[config.mk]
export PLATFORM = sky130hd
export DESIGN_NAME = seven_segment_scan_driver
export DESIGN_NICKNAME = d
export VERILOG_FILES = /design/src/rtl/core/sssd_pkg.sv /design/src/rtl/core/seven_segment_scan_driver.sv
export SDC_FILE = /design/constraint.sdc
export NUM_CORES = 1
export LEC_CHECK = 0
export ABC_AREA = 0
export BUFFER_PORTS_ARGS = -buffer_cell sky130_fd_sc_hd__buf_2
export CORE_UTILIZATION = 57
export DETAILED_ROUTE_END_ITERATION = 6
export MAX_ROUTING_LAYER = met4
export PLACE_DENSITY = 0.82
export REMOVE_ABC_BUFFERS = 1
export SLEW_MARGIN = 30
export SYNTH_ARGS = -nofsm -noshare
export SYNTH_HDL_FRONTEND = slang
export SYNTH_SLANG_ARGS = --single-unit
[constraint.sdc]
create_clock -name clk -period 8.7 [get_ports clk]
set_clock_uncertainty 0.1 [all_clocks]
set_input_delay 2.61 -clock clk [delete_from_list [all_inputs] [get_ports clk]]
set_output_delay 2.61 -clock clk [all_outputs]
set_load 0.005 [all_outputs]
[src/rtl/core/sssd_pkg.sv]
package sssd_pkg;

    localparam int DIGIT_COUNT = 4;
    localparam int POS_W       = 3;
    localparam int DIGIT_W     = 4;
    localparam int VALUE_W     = 14;
    localparam int SEG_W       = 8;
    localparam int PATTERN_W   = 40;
    localparam int PDATA_W     = 64;
    localparam int PADDR_W     = 4;

    localparam logic [VALUE_W-1:0]   MAX_SHOWN          = 14'd9999;
    localparam logic [PATTERN_W-1:0] PATTERNS_LOW_RST   = 40'h664F5B063F;
    localparam logic [PATTERN_W-1:0] PATTERNS_HIGH_RST  = 40'h6F7F077D6D;

    // register index, taken from paddr[3]
    localparam logic REG_PATTERNS_LOW  = 1'b0;
    localparam logic REG_PATTERNS_HIGH = 1'b1;

    typedef enum logic [1:0] {
        OP_SET_VALUE  = 2'd0,
        OP_FRAME_TICK = 2'd1,
        OP_BYTE_DONE  = 2'd2
    } op_t;

    typedef logic [DIGIT_W-1:0] digit_t;
    typedef digit_t [DIGIT_COUNT-1:0] digits_t;

    // saturate to 9999, then thousands/hundreds/tens by threshold compare, ones as remainder
    function automatic digits_t split_value(logic [VALUE_W-1:0] value);
        logic [VALUE_W-1:0] v;
        logic [9:0]         r1;
        logic [6:0]         r2;
        logic [3:0]         r3;
        digit_t             d0;
        digit_t             d1;
        digit_t             d2;
        digits_t            res;
        v  = (value > MAX_SHOWN) ? MAX_SHOWN : value;
        d0 = '0;
        for (int k = 1; k < 10; k++)
        begin
            if (v >= VALUE_W'(k * 1000))
                d0 = DIGIT_W'(k);
        end
        r1 = 10'(v - VALUE_W'(d0) * VALUE_W'(1000));
        d1 = '0;
        for (int k = 1; k < 10; k++)
        begin
            if (r1 >= 10'(k * 100))
                d1 = DIGIT_W'(k);
        end
        r2 = 7'(r1 - 10'(d1) * 10'd100);
        d2 = '0;
        for (int k = 1; k < 10; k++)
        begin
            if (r2 >= 7'(k * 10))
                d2 = DIGIT_W'(k);
        end
        r3 = 4'(r2 - 7'(d2) * 7'd10);
        res[0] = d0;
        res[1] = d1;
        res[2] = d2;
        res[3] = r3;
        return res;
    endfunction

    function automatic logic [SEG_W-1:0] segment_byte(
        digit_t                 digit,
        logic [PATTERN_W-1:0]   pat_low,
        logic [PATTERN_W-1:0]   pat_high
    );
        logic [SEG_W-1:0] seg;
        case (digit)
            4'd0:    seg = pat_low[7:0];
            4'd1:    seg = pat_low[15:8];
            4'd2:    seg = pat_low[23:16];
            4'd3:    seg = pat_low[31:24];
            4'd4:    seg = pat_low[39:32];
            4'd5:    seg = pat_high[7:0];
            4'd6:    seg = pat_high[15:8];
            4'd7:    seg = pat_high[23:16];
            4'd8:    seg = pat_high[31:24];
            4'd9:    seg = pat_high[39:32];
            default: seg = '0;
        endcase
        return seg;
    endfunction

endpackage

[src/rtl/core/seven_segment_scan_driver.sv]
// Four-digit multiplexed seven-segment scan driver.
//
// Input channel (in_valid/in_ready, opcode, value): one word per event.
//   set value  - stores the four decimal digits of value (saturated at 9999),
//                gives no result word.
//   frame tick - restarts the scan and sends digit 0's segment byte.
//   byte done  - pulses the latch line of the current digit and sends the
//                next digit's byte; after the fourth digit it sends no byte and the position returns to 0.
// Output channel (out_valid/out_ready): strobe_valid/strobe_line and
// send_valid/send_byte of one event. Opcode 3 is dropped silently.
// Timing: a word is captured in the input register, processed from there and
// lands in the output register. One word per cycle is sustained while the
// receiver does not stall; the digit split is a three-level compare/subtract
// chain in the single processing stage.
// A stalled receiver holds the output register; the input register still
// takes one more word and in_ready drops only when both are occupied.
// Reset: digits 0,1,2,3, scan position 0, the default segment table,
// both channel stages empty. APB: patterns_low at 0x0, patterns_high at 0x8.
module seven_segment_scan_driver
    import sssd_pkg::*;
(
    input  logic                 clk,
    input  logic                 rst_n,

    input  logic                 in_valid,
    output logic                 in_ready,
    input  logic [1:0]           opcode,
    input  logic [VALUE_W-1:0]   value,

    output logic                 out_valid,
    input  logic                 out_ready,
    output logic                 strobe_valid,
    output logic [1:0]           strobe_line,
    output logic                 send_valid,
    output logic [SEG_W-1:0]     send_byte,

    input  logic                 psel,
    input  logic                 penable,
    input  logic                 pwrite,
    input  logic [PADDR_W-1:0]   paddr,
    input  logic [PDATA_W-1:0]   pwdata,
    output logic [PDATA_W-1:0]   prdata,
    output logic                 pready
);

    // configuration
    logic [PATTERN_W-1:0] pat_low_reg;
    logic [PATTERN_W-1:0] pat_high_reg;

    // input register
    logic                 s1_valid_reg;
    logic [1:0]           s1_opcode_reg;
    logic [VALUE_W-1:0]   s1_value_reg;

    // block state
    digits_t              digits_reg;
    digits_t              digits_next;
    logic [POS_W-1:0]     pos_reg;
    logic [POS_W-1:0]     pos_next;

    // output register
    logic                 out_valid_reg;
    logic                 strobe_valid_reg;
    logic [1:0]           strobe_line_reg;
    logic                 send_valid_reg;
    logic [SEG_W-1:0]     send_byte_reg;

    // stage 1 results
    logic                 has_result;
    logic                 res_strobe_valid;
    logic [1:0]           res_strobe_line;
    logic                 res_send_valid;
    logic [SEG_W-1:0]     res_send_byte;
    logic [1:0]           pos_clamped;
    logic [POS_W-1:0]     pos_inc;
    logic                 s1_go;
    logic                 in_take;
    logic                 cfg_write;

    assign pready    = 1'b1;
    assign cfg_write = psel && penable && pwrite;
    assign prdata    = (paddr[3] == REG_PATTERNS_HIGH)
                       ? {{(PDATA_W-PATTERN_W){1'b0}}, pat_high_reg}
                       : {{(PDATA_W-PATTERN_W){1'b0}}, pat_low_reg};

    always_ff @(posedge clk or negedge rst_n)
    begin
        if (!rst_n)
        begin
            pat_low_reg  <= PATTERNS_LOW_RST;
            pat_high_reg <= PATTERNS_HIGH_RST;
        end
        else if (cfg_write)
        begin
            if (paddr[3] == REG_PATTERNS_HIGH)
                pat_high_reg <= pwdata[PATTERN_W-1:0];
            else
                pat_low_reg  <= pwdata[PATTERN_W-1:0];
        end
    end

    // stage 1 moves on when its word makes no result or the output slot frees
    assign s1_go    = s1_valid_reg && (!has_result || !out_valid_reg || out_ready);
    assign in_ready = !s1_valid_reg || s1_go;
    assign in_take  = in_valid && in_ready;

    always_ff @(posedge clk or negedge rst_n)
    begin
        if (!rst_n)
            s1_valid_reg <= 1'b0;
        else if (in_ready)
            s1_valid_reg <= in_valid;
    end

    always_ff @(posedge clk)
    begin
        if (in_take)
        begin
            s1_opcode_reg <= opcode;
            s1_value_reg  <= value;
        end
    end

    // position past the last digit cannot occur; clamp to the last one
    assign pos_clamped = (pos_reg > POS_W'(DIGIT_COUNT - 1)) ? 2'(DIGIT_COUNT - 1)
                                                             : pos_reg[1:0];
    assign pos_inc     = POS_W'(pos_clamped) + POS_W'(1);

    always_comb
    begin
        digits_next      = digits_reg;
        pos_next         = pos_reg;
        has_result       = 1'b0;
        res_strobe_valid = 1'b0;
        res_strobe_line  = '0;
        res_send_valid   = 1'b0;
        res_send_byte    = '0;
        case (op_t'(s1_opcode_reg))
            OP_SET_VALUE:
            begin
                digits_next = split_value(s1_value_reg);
            end
            OP_FRAME_TICK:
            begin
                pos_next       = '0;
                has_result     = 1'b1;
                res_send_valid = 1'b1;
                res_send_byte  = segment_byte(digits_reg[0], pat_low_reg, pat_high_reg);
            end
            OP_BYTE_DONE:
            begin
                has_result       = 1'b1;
                res_strobe_valid = 1'b1;
                res_strobe_line  = pos_clamped;
                if (pos_inc >= POS_W'(DIGIT_COUNT))
                begin
                    pos_next = '0;
                end
                else
                begin
                    pos_next       = pos_inc;
                    res_send_valid = 1'b1;
                    res_send_byte  = segment_byte(digits_reg[pos_inc[1:0]],
                                                  pat_low_reg, pat_high_reg);
                end
            end
            default:
            begin
                has_result = 1'b0;
            end
        endcase
    end

    always_ff @(posedge clk or negedge rst_n)
    begin
        if (!rst_n)
        begin
            digits_reg[0] <= 4'd0;
            digits_reg[1] <= 4'd1;
            digits_reg[2] <= 4'd2;
            digits_reg[3] <= 4'd3;
            pos_reg       <= '0;
        end
        else if (s1_go)
        begin
            digits_reg <= digits_next;
            pos_reg    <= pos_next;
        end
    end

    // output register
    always_ff @(posedge clk or negedge rst_n)
    begin
        if (!rst_n)
            out_valid_reg <= 1'b0;
        else if (s1_go && has_result)
            out_valid_reg <= 1'b1;
        else if (out_ready)
            out_valid_reg <= 1'b0;
    end

    always_ff @(posedge clk)
    begin
        if (s1_go && has_result)
        begin
            strobe_valid_reg <= res_strobe_valid;
            strobe_line_reg  <= res_strobe_line;
            send_valid_reg   <= res_send_valid;
            send_byte_reg    <= res_send_byte;
        end
    end

    assign out_valid    = out_valid_reg;
    assign strobe_valid = strobe_valid_reg;
    assign strobe_line  = strobe_line_reg;
    assign send_valid   = send_valid_reg;
    assign send_byte    = send_byte_reg;

endmodule
==> results of run 1 <==
==> cells by family (layout without fill, tap and decap cells) <==
kind of cell	Yosys count	count (layout)
compound gates	202	202
xor+xnor	13	13
fa+ha+maj	30	30
buf+inv	92	201
flops	129	129
mux	144	144
other cells	2	26
simple gates	202	202
==> power by group <==
part / switching, W / total (W) / internal (W)
sequential: 0.000130 / 0.000927 / 0.000797
combinational: 0.00180 / 0.00321 / 0.00141
clock: 0.000270 / 0.000746 / 0.000476
==> final cells by class <==
| type | count | area share, % |
|---|---|---|
| clock buffer | 17 | 4.19 |
| clock inverter | 15 | 1.90 |
| tap | 184 | 2.27 |
| antenna | 1 | 0.0246 |
| sequential | 129 | 33.8 |
| timing repair buffer | 147 | 8.04 |
| inverter | 22 | 0.813 |
| multi-input combinational | 616 | 48.9 |
==> through the flow <==
stage / hold WS (ns) / cell area [µm²] / instances / power [W]
final: 0.364 / 10200 / 1131 / 0.00488
after CTS: 0.361 / 9960 / 1113 / 0.00454
after global routing: 0.393 / 10200 / 1131 / 0.00527
after global placement: 0.347 / 9340 / 1081 / 0.00369
after floorplan: 0.333 / 8430 / 767 / 0.00311
after detailed placement: 0.353 / 9340 / 1081 / 0.00377
==> timing repair <==
item / 4_1_cts / 5_1_grt
setup buffers: 0 / 17
endpoints found under the setup margin: 0 / 1
gates resized for setup: 0 / 11
==> routing by layer <==
layer / share of wire, % / vias up / global-route usage, %
li1: - / 3262 / -
met1: 40 / 3445 / 35.6
met2: 49 / 384 / 45.8
met3: 8.0 / 75 / 5.99
met4: 3.3 / 0 / 14.0
met5: 0 / - / -
==> worst max-delay path by stage <==
stage | cells past startpoint | slack (ns) | to
3_5_place_dp | 33 | 0.43 | digits_reg[15]$_DFFE_PN0P_
2_1_floorplan | 31 | 1.03 | digits_reg[15]$_DFFE_PN0P_
6_report | 33 | 0.41 | digits_reg[15]$_DFFE_PN0P_
4_1_cts | 32 | 0.34 | digits_reg[15]$_DFFE_PN0P_
5_1_grt | 33 | -0.16 | digits_reg[15]$_DFFE_PN0P_
3_3_place_gp | 33 | 0.52 | digits_reg[15]$_DFFE_PN0P_
==> cells in the mapped netlist (all sizes together) (6+ instances only) <==
cell type | n | area [µm²]
and3 | 8 | 55.1
buf | 44 | 299
nand4 | 13 | 93.8
inv | 22 | 82.6
nor2b | 16 | 103
o211ai | 8 | 78.8
nor3 | 6 | 30.0
nand2b | 12 | 75.1
nand2 | 55 | 206
mux2 | 129 | 1450
xnor2 | 12 | 131
mux2i | 9 | 90.1
nor2 | 38 | 145
a31oi | 10 | 96.4
a21o | 7 | 52.6
o21ai | 42 | 229
or2 | 7 | 43.8
a22oi | 30 | 225
dfrtp | 48 | 1200
nand3 | 19 | 95.1
a22o | 11 | 96.3
a21oi | 30 | 154
fa | 7 | 140
a221oi | 12 | 111
mux4 | 6 | 135
dfstp | 53 | 1390
ha | 23 | 288
clkbuf | 26 | 97.6
edfxtp | 28 | 841
==> worst max-delay path, delay by kind of cell, from the launching register on <==
family	cells	cell delay, ns
AOI/OAI and AO/OA	12	2.29
xor gates and xnor gates	2	0.36
adders and majority gates	7	2.72
buffers and inverters	4	0.47
DFF	1	0.45
muxes	1	0.13
and+or+nand+nor	7	1.70
==> layout by cell type, fill, tap and decap left out, types with 5 or more instances in the layout <==
| cell type | instances |
|---|---|
| sky130_fd_sc_hd__xnor2_1 | 8 |
| sky130_fd_sc_hd__buf_2 | 115 |
| sky130_fd_sc_hd__nor3_1 | 6 |
| sky130_fd_sc_hd__a221oi_1 | 11 |
| sky130_fd_sc_hd__nor2_1 | 37 |
| sky130_fd_sc_hd__nand2_1 | 55 |
| sky130_fd_sc_hd__or2_2 | 6 |
| sky130_fd_sc_hd__o211ai_1 | 6 |
| sky130_fd_sc_hd__a32oi_1 | 5 |
| sky130_fd_sc_hd__a21o_1 | 7 |
| sky130_fd_sc_hd__nand2b_1 | 12 |
| sky130_fd_sc_hd__mux4_2 | 6 |
| sky130_fd_sc_hd__a21boi_0 | 5 |
| sky130_fd_sc_hd__ha_1 | 23 |
| sky130_fd_sc_hd__clkbuf_16 | 17 |
| sky130_fd_sc_hd__a22oi_1 | 30 |
| sky130_fd_sc_hd__dfstp_2 | 53 |
| sky130_fd_sc_hd__buf_4 | 32 |
| sky130_fd_sc_hd__and2_1 | 5 |
| sky130_fd_sc_hd__edfxtp_1 | 28 |
| sky130_fd_sc_hd__a21oi_1 | 26 |
| sky130_fd_sc_hd__a31oi_1 | 6 |
| sky130_fd_sc_hd__fa_1 | 7 |
| sky130_fd_sc_hd__mux2i_1 | 9 |
| sky130_fd_sc_hd__inv_1 | 22 |
| sky130_fd_sc_hd__nor2b_1 | 15 |
| sky130_fd_sc_hd__a22o_1 | 11 |
| sky130_fd_sc_hd__dfrtp_1 | 48 |
| sky130_fd_sc_hd__conb_1 | 25 |
| sky130_fd_sc_hd__and3_1 | 6 |
| sky130_fd_sc_hd__mux2_2 | 129 |
| sky130_fd_sc_hd__nand3_1 | 19 |
| sky130_fd_sc_hd__nand4_1 | 11 |
| sky130_fd_sc_hd__o21ai_0 | 35 |
==> run summary, run 1 <==
The run finished with clean final reports. The hold violation count in the final report was 0. The share of the yosys chip area belonging to registers came out at between 30 and 40%.

The count of yosys warnings during synthesis came out at 0. The number of nets in the layout is 1,054. The number of antenna violations at the first check in global routing is 1. The gate count of the mapped netlist is between 800 and 900. The pin slew with the least headroom to its limit came out at 0.971 ns. The final setup violation count is 0. The global route total overflow is 0. For this configuration, the core starts out at a cell density of about three fifths. The first-pass GRT wire length is roughly 35,000 µm. The library cell appearing most often on the critical path is sky130_fd_sc_hd__ha_1. The setup slack on the worst flop-to-flop path is approximately 0.41 ns.

The fraction of layout cells with a size suffix above 1 is between 40% and 50%. The final critical path takes up between 90 and 100% of the cycle. In this run, CTS created clock tree buffers numbering 17. The worst hold path terminates at digits_reg[12]$_DFFE_PN1P_. The antenna violation net count after detailed routing is 0. The total I/O pin count is 170. The sum of net half-perimeters after detailed placement is approximately 15,000 µm. The mapped netlist covers about 8700 µm². The last weighted congestion value of the routability-driven placer is ~0.91. At the later pin of the worst-skew pair, clock insertion delay measures around 0.42 ns. The largest family of logic cells by synthesized area is multiplexers. The min-delay analysis places its worst path in the category flip-flop to flip-flop. The synthesized-area fraction occupied by ao, oa, aoi and oai cells is 17.1%.

The slowest cell on the critical path is sky130_fd_sc_hd__fa_1. The filler cell count in the final layout is 1,082. The highest clock frequency the design can meet came out at 121 MHz. The detailed-router iteration count before antenna repair came out at 5. The CTS tree is yes. Entering global routing, the biggest net connects 67 pins. In this run the critical register-to-register path is captured at digits_reg[15]$_DFFE_PN0P_. In the synthesized netlist the dominant register cell turns out to be sky130_fd_sc_hd__dfstp_2. The horizontal die dimension came out at approximately 130 µm. The synthesized area per cell came out at 10.7 µm². The number of cells traversed by the worst register-to-register path came out at 33. The number of vias after detailed routing came out at about 7,000. The reg-to-reg critical path startpoint is s1_value_reg[6]$_DFFE_PP_. The total global routing track utilization came out at 28.9%. The post-detailed-route wirelength per cell came out at about 20 µm. The max-slew violation count is 0.

During placement, the flow inserted port buffers numbering between 100 and 150. The floorplan step defined a die boundary enclosing between 15,000 and 20,000 µm². The remaining routing DRC violations came out at 0. Hold repair after CTS inserted 0 buffers.

Setup slack on the critical path of the routed design comes to 0.406 ns. The final core area utilization came out at between 60% and 70%. Summing all multi-input logic gate instances after layout gives 4970 µm². The number of DRC violations after detailed-routing iteration 0 is 543.

The number of max-cap violations is 0. At the placement stage, the worst setup path has a slack of 0.434 ns. The number of H-tree levels is 4. The xor and xnor fraction of the mapped netlist area came out at around 1.6%. The post-route minimum period is between 8 and 9 ns.

The maximum cell stage delay along the critical path is ~0.57 ns. The most critical setup path has its startpoint at s1_value_reg[6]$_DFFE_PP_. The ratio of total power to cell area is 481 nW/µm². The relative slew slack is between 30% and 40%. Synthesis inferred between 100 and 150 register bits. The worst setup path is launched from a flip-flop. The adder-cell share of the synthesized area is under 10%. Clock-pin slew was measured on the worst setup and hold paths at 0.06 ns.

The number of instances on the worst hold path is 2. In this run the static leakage power is 4.31 nW. The kind of critical path is flip-flop to flip-flop. The longest clock path from root to sink contains 2 buffers. The area share of and/or/nand/nor cells after synthesis came out at roughly an eighth. The placement row count is between 40 and 50.

The number of global-route vias before repair is a little under 7,000. Setup total negative slack on the finished layout was measured at 0 ns. For this design, the sink count on the clock tree is about 130. Registers take 3430 µm². The worst hold path begins at digits_reg[12]$_DFFE_PN1P_. The overall die height is 126 µm. After detailed routing, the total wire length is about 22,000 µm. The multiplexer area fraction after synthesis came out at between 10% and 20%.

In the routed layout, each cell is associated on average with a via count of around 6.3. The clock root buffer master is sky130_fd_sc_hd__clkbuf_16. The critical path data arrival time is around 8.5 ns. The layout overhead on the synthesized area came out at 16.2%. The async set-reset flop share out of synthesis came out at a little under 80%. Synthesis instantiated 89 different standard cells from the library. The maximum fanout along the worst path came out at 7. The endpoint required time on the critical path is 8.95 ns. The maximum ir drop on the vdd rail is roughly 0.00066 V. The placeable core area is between 10,000 and 15,000 µm². The endpoint kind of the worst setup timing path is a flip-flop. The number of synthesized flops with an enable pin is 28.
(Power assumes the default switching activity.)
==> inputs of run 2 (changes only) <==
- ABC_AREA: 0 -> 1
- CORE_UTILIZATION: 57 -> 56
- PLACE_DENSITY: 0.82 -> 0.81
==> run summary, run 2 <==
The share of the yosys chip area belonging to registers was 41.0% (was 39.3%). The pin slew with the least headroom to its limit is 0.822 ns (was 0.971 ns). The placement row count was 44 (unchanged). The number of synthesized flops with an enable pin came out at 28 (unchanged). The kind of critical path is flip-flop to flip-flop (unchanged). The routed via count divided by cell count is 5.74 (was 6.34). The final antenna diode count is 0 (was 1). Outcome: finished, final reports clean (unchanged). The worst setup path startpoint is s1_value_reg[12]$_DFFE_PP_ (was s1_value_reg[6]$_DFFE_PP_). The clock latency at the later pin of the worst-skew pair came out at 0.43 ns (was 0.42 ns).

The post-synthesis instance area is 8370 µm² (was 8740 µm²). The fraction of layout cells with a size suffix above 1 is 26.3% (was 42.7%). The number of cells traversed by the worst register-to-register path came out at 62 (was 33). The multiplexer area fraction after synthesis came out at 0% (was 19.2%). The final standard cell count with taps included and fillers excluded is 1,458 (was 1,131). The die outline area is 15,400 µm² (was 15,800 µm²). The count of clock tree sinks came out at 129 (unchanged). The post-route minimum period is 8.37 ns (was 8.29 ns). The number of hold buffers added after cts came out at 0 (unchanged). The total global routing track utilization came to 29.8% (was 28.9%). The setup slack on the worst flop-to-flop path is 0.33 ns (was 0.41 ns). The remaining routing DRC violations was 0 (unchanged). The horizontal die dimension came out at 124 µm (was 126 µm). The final setup violation count is 0 (unchanged).

The placeable core area came out at 14,500 µm² (was 14,800 µm²). The area share of and/or/nand/nor cells after synthesis is 20.7% (was 12.3%). The number of synthesized register bits came out at 129 (unchanged). The number of H-tree levels is 4 (unchanged). The global route total overflow came out at 0 (unchanged).

The sum of net half-perimeters after detailed placement came out at 15,700 µm (was 14,600 µm). The startpoint kind of the worst setup timing path is a flip-flop (unchanged). The CTS tree is yes (unchanged).

The xor and xnor fraction of the mapped netlist area is 1.45% (was 1.60%). The setup slack of the critical path after layout is 0.328 ns (was 0.406 ns). The gate count of the mapped netlist is 1,106 (was 814).

The final wirelength was 23,300 µm (was 22,100 µm). The total I/O pin count is 170 (unchanged). The most common cell after layout, fill and taps aside was sky130_fd_sc_hd__nand2_1 (was sky130_fd_sc_hd__mux2_2). The end of the critical path was digits_reg[15]$_DFFE_PN0P_ (unchanged). The cell with the most instances after synthesis is sky130_fd_sc_hd__nand2_1 (was sky130_fd_sc_hd__mux2_2).

Cell types with the highest counts after synthesis: sky130_fd_sc_hd__nand2_1, sky130_fd_sc_hd__inv_1, sky130_fd_sc_hd__o21ai_0 (was sky130_fd_sc_hd__mux2_2, sky130_fd_sc_hd__nand2_1, sky130_fd_sc_hd__dfstp_2). The number of buffers inserted by port buffering is 117 (unchanged). The clock root buffer master is sky130_fd_sc_hd__clkbuf_16 (unchanged).

The library cell appearing most often on the critical path is sky130_fd_sc_hd__nand2_1 (was sky130_fd_sc_hd__ha_1). The first-pass GRT wire length was 36,200 µm (was 34,600 µm). The post-detailed-route wirelength per cell came out at 16.0 µm (was 19.5 µm). The number of buffers on the longest clock path came out at 2 (unchanged).

The total placed cells including tap cells came out at 1,411 (was 1,081). The number of nets in the layout came out at 1,382 (was 1,054). The pin count of the biggest net entering global routing came to 73 (was 67). The last weighted congestion value of the routability-driven placer came out at 0.951 (was 0.909). The number of global-route vias before repair came to 7,629 (was 6,813). The relative slew slack came to 45.2% (was 35.1%). The critical path data arrival time is 8.59 ns (was 8.54 ns).

The count of yosys warnings during synthesis is 0 (unchanged). The reg-to-reg critical path startpoint is s1_value_reg[12]$_DFFE_PP_ (was s1_value_reg[6]$_DFFE_PP_). The highest clock frequency the design can meet came out at 119 MHz (was 121 MHz). The max-slew violation count came out at 0 (unchanged).

The clock-pin slew on the worst setup and hold paths is 0.06 ns (about the same). Cells taking the most area after synthesis: sky130_fd_sc_hd__dfstp_2, sky130_fd_sc_hd__dfrtp_1, sky130_fd_sc_hd__nand2_1 (was sky130_fd_sc_hd__mux2_2, sky130_fd_sc_hd__dfstp_2, sky130_fd_sc_hd__dfrtp_1). The area share of the largest cell type after synthesis is 16.6% (about the same). The final standard cell area without fillers is 10,200 µm² (about the same).

The layout overhead on the synthesized area was 22.4% (was 16.2%). The wire length the detailed router placed on met1 was 9330 µm (was 8750 µm). The number of antenna violations at the first check in global routing came out at 0 (was 1). The type of the most critical hold path was flip-flop to flip-flop (unchanged). The end of the worst register-to-register path is digits_reg[15]$_DFFE_PN0P_ (unchanged).

The hold violation count in the final report was 0 (unchanged). The multi-input gate area in the final layout was 4210 µm² (was 4970 µm²). The filler cell count in the final layout is 1,148 (was 1,082). The slowest cell on the critical path is sky130_fd_sc_hd__fa_1 (unchanged). The highest routing layer actually used is met4 (unchanged). The synthesized area per cell came out at 7.57 µm² (was 10.7 µm²). The number of vias after detailed routing was 8,375 (was 7,166). The number of max-cap violations is 0 (unchanged).

Highest-count cells in the layout ignoring fill and taps: sky130_fd_sc_hd__nand2_1, sky130_fd_sc_hd__inv_1, sky130_fd_sc_hd__o21ai_0 (was sky130_fd_sc_hd__mux2_2, sky130_fd_sc_hd__buf_2, sky130_fd_sc_hd__nand2_1). The number of DRC violations after detailed-routing iteration 0 is 1,088 (was 543). The met2 wirelength from detailed routing was 10,900 µm (was 10,800 µm).

The synthesized-area fraction occupied by ao, oa, aoi and oai cells is 18.9% (was 17.1%). The worst slack at placement came to 0.0534 ns (was 0.434 ns). The maximum fanout along the worst path is 6 (was 7). The maximum cell stage delay along the critical path is 0.51 ns (was 0.57 ns). The area used by sequential logic in the layout came out at 3430 µm² (unchanged). The predominant post-synthesis flop cell is sky130_fd_sc_hd__dfstp_2 (unchanged).

The overall die height came out at 124 µm (was 126 µm). The detailed-router iteration count before antenna repair is 7 (was 5). The met3 layer wire length in the routed design was 2340 µm (was 1770 µm). The cell accounting for the most synthesized area is sky130_fd_sc_hd__dfstp_2 (was sky130_fd_sc_hd__mux2_2). The antenna violation net count after detailed routing is 0 (unchanged). The adder-cell share of the synthesized area was 5.11% (was 4.90%). The starting density of the core is 57.6% (was 59.2%). The endpoint required time on the critical path is 8.91 ns (was 8.95 ns). The number of distinct standard cells referenced by the synthesized netlist came out at 50 (was 89). The period utilization is 96.2% (was 95.3%).

The async set-reset flop share out of synthesis came to 78.3% (unchanged). The largest family of logic cells by synthesized area was simple AND/OR/NAND/NOR gates (was multiplexers). The cell area after placement came out at 9240 µm² (was 9340 µm²). The endpoint kind of the worst setup timing path was a flip-flop (unchanged). The clock buffer count from CTS came out at 17 (unchanged).
[run 2: changes by cell type in the layout (fill, tap and decap cells not counted), sizes merged, moves of 21 or more]
cell   change
a22oi     -30
buf       +22
inv      +175
mux2     -129
nand2    +211
nand3     +21
o21ai    +109
o22ai     +62
[run 2: metal layers]
layer / track usage [%] / up-vias
li1: - / 3925
met1: 38.7 / 3830
met2: 46.1 / 522
met3: 6.57 / 98
met4: 10.5 / 0
met5: - / -
[run 2: area by class of cell]
class | count | share of cell area, %
repair buffers | 169 | 9.59
clock buffers | 21 | 4.80
inverters | 199 | 7.31
multi-input cells | 745 | 41.1
well taps | 184 | 2.25
flip-flops and latches | 129 | 33.5
clock inverters | 11 | 1.44
[run 2: through the flow]
stage	hold slack, ns	utilization [%]	setup TNS, ns
after floorplan	0.348	-	0
after global placement	0.357	63.6	0
after detailed placement	0.365	63.6	0
after CTS	0.373	68.0	0
after global routing	0.392	70.5	-0.219
final	0.369	70.5	0
[run 2: cells by family (layout without fill, tap and decap cells)]
kind of cell	count (synthesis)	count (layout)
and+or+nand+nor	400	401
xor gates and xnor gates	13	13
DFF	129	129
AOI/OAI and AO/OA	276	276
other	2	25
buffers and inverters	256	400
adders and majority gates	30	30
[run 2: worst max-delay path: cells and delay by family, from the launching register on]
kind	cells	cell delay, ns
buffers and inverters	10	0.62
adders and majority gates	8	2.63
DFF	1	0.43
AOI/OAI and AO/OA	4	0.53
and+or+nand+nor	35	3.02
xor gates and xnor gates	5	0.92
[run 2: worst min-delay path by stage]
stage                                      end  slack, ns                        from  depth (start not counted)
CTS                  digits_reg[9]$_DFFE_PN1P_       0.37   digits_reg[9]$_DFFE_PN1P_                          2
global route         digits_reg[9]$_DFFE_PN1P_       0.39   digits_reg[9]$_DFFE_PN1P_                          2
detailed placement   digits_reg[9]$_DFFE_PN1P_       0.36   digits_reg[9]$_DFFE_PN1P_                          2
floorplan           digits_reg[12]$_DFFE_PN1P_       0.35  digits_reg[12]$_DFFE_PN1P_                          2
finish               digits_reg[9]$_DFFE_PN1P_       0.37   digits_reg[9]$_DFFE_PN1P_                          2
global placement    digits_reg[12]$_DFFE_PN1P_       0.36  digits_reg[12]$_DFFE_PN1P_                          2
[run 2: timing repair]
| action | in CTS | in global routing |
|---|---|---|
| cloned | 0 | 1 |
| buffers inserted | 0 | 14 |
| endpoints found under the setup margin | 1 | 2 |
| gates resized for setup | 1 | 53 |
| pin swaps | 0 | 32 |
Power of run 2 is left out: the tool's default activity adds up to more than one toggle a clock period on the data nets, which glitch-free logic cannot reach.
